`src/rfpf_pkg.sv`:
```
// rfpf_pkg: shared types, field widths and defaults for the page framebuffer
// used by every file of the block except rfpf_ram; depends on nothing

package rfpf_pkg;

    localparam int SCREEN_ROWS_DEF    = 64;
    localparam int SCREEN_COLUMNS_DEF = 128;

    localparam int OP_W            = 2;
    localparam int ROW_START_W     = 6;
    localparam int COL_START_W     = 7;
    localparam int RECT_HEIGHT_W   = 7;
    localparam int RECT_WIDTH_W    = 8;
    localparam int READ_PAGE_W     = 3;
    localparam int READ_COLUMN_W   = 7;
    localparam int PAGE_BYTE_W     = 8;

    // wide enough for start plus size before clipping, and for the screen size
    localparam int ROW_SUM_W = 8;
    localparam int COL_SUM_W = 9;

    typedef enum logic [OP_W-1:0] {
        OP_FILL = 2'd0,
        OP_XFER = 2'd1,
        OP_READ = 2'd2,
        OP_NOP  = 2'd3
    } t_op;

    typedef enum logic [2:0] {
        ST_CLEAR,
        ST_IDLE,
        ST_FILL,
        ST_XFER,
        ST_READ,
        ST_RESULT
    } t_state;

    typedef struct packed {
        logic load_fill;
        logic load_xfer;
        logic load_read;
        logic clear;
        logic fill;
        logic xfer;
        logic result;
    } t_dp_cmd;

    typedef struct packed {
        logic last;
        logic fill_empty;
        logic out_free;
    } t_dp_sts;

endpackage

```
`src/rfpf_ctrl.sv`:
```
// rfpf_ctrl: sequencer for clearing pass, fill, transfer and read
// depends on rfpf_pkg; drives rfpf_dp through t_dp_cmd

module rfpf_ctrl import rfpf_pkg::*; (
    input  logic            i_clk,
    input  logic            i_rst_n,
    input  logic            i_in_valid,
    input  logic [OP_W-1:0] i_in_op,
    output logic            o_in_ready,
    input  t_dp_sts         i_sts,
    output t_dp_cmd         o_cmd
);

    t_state r_state;
    t_state n_state;
    logic   accept;

    assign accept = (r_state == ST_IDLE) && i_in_valid;

    always_ff @(posedge i_clk) begin
        if (!i_rst_n) begin
            r_state <= ST_CLEAR;
        end else begin
            r_state <= n_state;
        end
    end

    always_comb begin
        n_state = r_state;
        case (r_state)
            ST_CLEAR: begin
                if (i_sts.last) begin
                    n_state = ST_IDLE;
                end
            end
            ST_IDLE: begin
                if (i_in_valid) begin
                    case (t_op'(i_in_op))
                        OP_FILL: n_state = i_sts.fill_empty ? ST_IDLE : ST_FILL;
                        OP_XFER: n_state = ST_XFER;
                        OP_READ: n_state = ST_READ;
                        default: n_state = ST_IDLE;
                    endcase
                end
            end
            ST_FILL, ST_XFER: begin
                if (i_sts.last) begin
                    n_state = ST_IDLE;
                end
            end
            ST_READ: n_state = ST_RESULT;
            ST_RESULT: begin
                if (i_sts.out_free) begin
                    n_state = ST_IDLE;
                end
            end
            default: n_state = ST_CLEAR;
        endcase
    end

    always_comb begin
        o_in_ready       = (r_state == ST_IDLE);
        o_cmd            = '0;
        o_cmd.load_fill  = accept && (t_op'(i_in_op) == OP_FILL);
        o_cmd.load_xfer  = accept && (t_op'(i_in_op) == OP_XFER);
        o_cmd.load_read  = accept && (t_op'(i_in_op) == OP_READ);
        o_cmd.clear      = (r_state == ST_CLEAR);
        o_cmd.fill       = (r_state == ST_FILL);
        o_cmd.xfer       = (r_state == ST_XFER);
        o_cmd.result     = (r_state == ST_RESULT) && i_sts.out_free;
    end

    a_read_then_result: assert property (@(posedge i_clk) disable iff (!i_rst_n)
        r_state == ST_READ |=> r_state == ST_RESULT)
        else $error("read did not move to result");

    a_clear_holds: assert property (@(posedge i_clk) disable iff (!i_rst_n)
        (r_state == ST_CLEAR && !i_sts.last) |=> r_state == ST_CLEAR)
        else $error("clearing pass ended early");

    a_walk_ends: assert property (@(posedge i_clk) disable iff (!i_rst_n)
        ((r_state == ST_FILL || r_state == ST_XFER) && i_sts.last)
        |=> r_state == ST_IDLE)
        else $error("walk did not stop at last word");

endmodule

```
`config.mk`:
```
export PLATFORM = sky130hd
export DESIGN_NAME = rfpf_ctrl
export DESIGN_NICKNAME = d
export VERILOG_FILES = /design/src/rfpf_pkg.sv /design/src/rfpf_ctrl.sv
export SDC_FILE = /design/constraint.sdc
export NUM_CORES = 1
export LEC_CHECK = 0
export BUFFER_PORTS_ARGS = -buffer_cell sky130_fd_sc_hd__buf_4
export CAP_MARGIN = 0
export CORE_AREA = 2 2 39 41
export DETAILED_ROUTE_END_ITERATION = 6
export DIE_AREA = 0 0 41 43
export PLACE_DENSITY = 0.51
export SYNTH_ARGS = -nofsm -noshare
export SYNTH_HDL_FRONTEND = slang
export SYNTH_SLANG_ARGS = --single-unit
export TNS_END_PERCENT = 100
```
`constraint.sdc`:
```
create_clock -name i_clk -period 1.5 [get_ports i_clk]
set_input_delay 0.15 -clock i_clk [delete_from_list [all_inputs] [get_ports i_clk]]
set_output_delay 0.15 -clock i_clk [all_outputs]
set_load 0.005 [all_outputs]
```
[After elaboration in Yosys (flattened, before gate mapping)]
Index checks and enable logic that the tools add are counted.
Word-level totals
  memories kept: 0
  input bits: 8
  output and inout port bits: 8
  logic and storage cells: 26
  memory bits (read-only): 0
  flip-flop bits (word level): 3
  bits in writable memories: 0
  bits in latches: 0
Cells by class
  mux-type cells: 6
  reductions and logical operators: 9
  bitwise operators: 0
  multiply operators: 0
  divide/modulo/power cells: 0
  $lt $le $gt $ge: 0
  $add $sub $neg: 0
  shifts and indexed selects: 0
  equal/unequal tests: 10
Operator list (number)
  3-bit case mux with 4 select lines: 1
  3-bit 2-to-1 mux: 3
  3-bit case mux with 3 select lines: 1
  3-bit by 2-bit equality test with 1-bit output, second input constant: 2
  3-bit equality test, second input constant: 2
  1-bit logical AND: 5
  2-bit != test, second input constant: 2
  3-bit by 1-bit equality test with 1-bit output, second input constant: 1
  3-bit logical NOT: 1
  3-bit AND reduction: 1
  3-bit OR reduction: 1
  2-bit by 1-bit equality test with 1-bit output, second input constant: 1
  2-bit equality test, second input constant: 1
  2-bit logical NOT: 1
  2-bit 2-to-1 mux: 1
  2-bit by 1-bit != test with 1-bit output, second input constant: 1

[Longest topological paths before layout]
  depth after elaboration: 4
  mapped depth: 4

[Least setup slack after synthesis]
OpenSTA, ideal clock, no wires.
  kind: register -> output
  from: register r_state[0]
  to: output o_cmd[5] (netlist bit)
  buffers on the path: 0
  stages on the path, launching flop included: 4
  data arrival time: 0.973 ns
  path slack: 0.377 ns
  path through: dfxtp_1 > nor3b_4 > nand2_1 > nor3_1
RTL lines
  from (decl): RTL line rfpf_ctrl.sv:14  | t_state r_state;
  from (signal assigned): RTL line rfpf_ctrl.sv:24  | r_state <= n_state;
  to (decl): RTL line rfpf_ctrl.sv:11  | output t_dp_cmd o_cmd

==> results.ini <==
[place]
gp_congestion = 0.6944
dpl.hpwl_um = 537.8
pre_cts_ws_ns = 0.2095
dpl.cell_count = 64
port-buffer-count = 15

[global_route]
grt_usage = 0.1122
grt_overflow_total = 0
grt_max_degree = 10
antenna_found_initial = 0
grt_util_met3 = 0.06283
grt_pass1_wl_um = 1262
grt_pass1_vias = 283
grtUsageMet1 = 0.1246
busiest_layer = met2
use_met2 = 0.1625

[worst_setup_path]
crit_buf_inv = 1
cp_top_family = simple AND/OR/NAND/NOR gates
crit_fanout = 8
cp_slowest_stage_delay_ns = 0.37
crit_type = register to primary output
worst_ep_arrival_time_ns = 1.28
crit_chain = nor3b_4, nand2_2, nor3b_2, buf_4
critPathLaunchType = register
worstPathRequired_ns = 1.35
end_kind = primary output
slowest_stage = dfxtp_4

[sta]
fin_crit_ns = 1.432
rsz0062_at_grt = no
hold_viol = 0
tightestPinTransition_ns = 0.2973
fin_skew_ns = 0.001228
final.setup.worst_slack_ns = 0.06823
finalSetupViolCount = 0
fmax_ghz = 0.6984
final.setup.tns_ns = 0
post-route-period-util = 0.9545
max_slew_margin = 0.7992
slew_violations = 0

[logic_synthesis]
yosysSeqAreaShare = 0.2172
synth.distinct_cells = 21
ys_seq_elements = 3
avgSynthCellArea_um2 = 8.379
syn-num-nets = 41
synth.top_cells.by_count = 3 x dfxtp_1, 3 x mux2i_1, 3 x nand2_1, 3 x nor3_1
ys_warn_count = 0
netlist.area_leader.share = 0.2172
synth_ff_type = dfxtp_1
async_flop_share = 0
synthCells = 33
synth_largest_area_cell = dfxtp_1
syn_area_um2 = 276.5
synth-edff-count = 0
netlist_top_cells_area = dfxtp_1 22%, mux2i_1 11%, nor3b_4 6.8%

[floorplan]
dieHeight_um = 43
coreArea_mm2 = 0.001384
die_x_um = 41
rows = 14
dieArea_mm2 = 0.001763
io_pins = 16
initial_utilization = 0.1998

[pwr]
p_sw_mw = 0.1063
finalPower_mw = 0.3662
swShare = 0.2904
power_frac_seq = 0.276
power_density_mw_per_mm2 = 776.3
peakVddDrop_mv = 0.2364
p_int_mw = 0.2599
p_leak_nw = 0.2241
p_comb_frac = 0.334
clkPwrFrac = 0.391

[cts]
cts.sinks = 3
cts_buffer_depth = 2
clk_pin_slew_ns = 0.04
cts_htree_levels = 1
cts-root-buf = clkbuf_4
tritoncts = built
cts_buffers = 3
hold_buffers = 0
clk_latency_ns = 0.23

[detailed_routing]
finalWirelength_um = 789
drc = 0
wl_per_cell_um = 11.27
ant_nets = 0
drt_first_pass_iters = 4
via_per_inst = 4.871
drtIter0Drc = 4
vias = 341

[flow_run]
max_cap_viol_count = 0

[min_path]
hp-class = input pin to register

[finish]
layout.nets = 63
syn2layout_area_growth_pct = 70.59
top_regs = r_state (3)
top_register = r_state
fin_cells = 70
drive_gt1_frac = 0.5556
insertedDiodeCount = 0
largest_reg_flops = 3

[outcome]
outcome = completed

==> power by group through the flow <==
| stage | combinational (mW) | sequential [mW] | clock (mW) |
|---|---|---|---|
| 2_1_floorplan | 0.0586 | 0.0976 | 0 |
| 3_3_place_gp | 0.108 | 0.101 | 0 |
| 3_5_place_dp | 0.105 | 0.101 | 0 |
| 4_1_cts | 0.106 | 0.101 | 0.151 |
| 5_1_grt | 0.134 | 0.103 | 0.159 |
| 6_report | 0.122 | 0.101 | 0.143 |
==> routing by layer <==
layer	up-vias	wire length (um)	share of wire
met1	156	325	0.41
met4	0	10	0.013
met2	15	406	0.51
met3	4	46	0.058
met5	-	0	0
li1	166	-	-
==> layout make-up <==
cell class / instances / area [um2]
flip-flops and latches: 3 / 68.82
well taps: 16 / 20.02
clock buffers: 4 / 26.28
inverters: 1 / 3.754
multi-input cells: 28 / 217.7
repair buffers: 18 / 135.1
fillers: 145 / 912.1
==> cells by family (layout without fill, tap and decap cells) <==
family          Yosys count  after routing  synth area share
flops                     3              3            0.2172
compound gates            8              8            0.2172
mux                       3              3            0.1086
buf+inv                   2             23           0.04072
simple gates             17             17            0.4163
==> timing repair <==
item | CTS | global route
buffers inserted | 0 | 2
gates cloned | 0 | 0
pin swaps | 0 | 2
setup endpoints to repair | 3 | 3
resized for setup | 1 | 7
==> path summary, 6_finish.rpt <==
| path | startpoint | cells after the start | to | slack [ns] |
|---|---|---|---|---|
| max | r_state[0] | 4 | o_cmd[4] | 0.07 |
| min | i_rst_n | 2 | r_state[2] | 0.20 |
| max reg2reg | r_state[1] | 3 | r_state[0] | 0.31 |
| min reg2reg | r_state[0] | 2 | r_state[0] | 0.52 |
==> stage by stage <==
step           cell area, um2  utilization  hold WS [ns]
2_1_floorplan           276.5            -        0.2959
3_3_place_gp            409.1       0.2957        0.4312
3_5_place_dp            409.1       0.2957        0.4291
4_1_cts                 436.7       0.3156        0.1919
5_1_grt                 471.7       0.3409        0.2032
6_report                471.7       0.3409        0.1954
==> placed cells by master (no fill, tap or decap) <==
master | Yosys | final
buf_4 | 1 | 18
o21ai_0 | 1 | 1
nor3b_4 | 1 | 1
nand2b_2 | 1 | 1
nor3b_1 | 1 | 1
a21oi_1 | 2 | 2
a21boi_0 | 1 | 1
and3_1 | 2 | 2
mux2i_1 | 3 | 3
o41ai_1 | 1 | 1
nor2_1 | 2 | 2
nor2b_1 | 2 | 2
nor3b_2 | 1 | 1
and3b_1 | 1 | 1
dfxtp_2 | 0 | 1
nor3_1 | 3 | 1
nand2_2 | 0 | 1
clkbuf_4 | 0 | 3
a32o_1 | 1 | 1
a41o_1 | 1 | 1
clkbuf_1 | 0 | 1
inv_1 | 1 | 1
dfxtp_4 | 0 | 2
o2bb2ai_1 | 1 | 1
nor3_2 | 0 | 2
nand2_1 | 3 | 2
(Power assumes the default switching activity.)
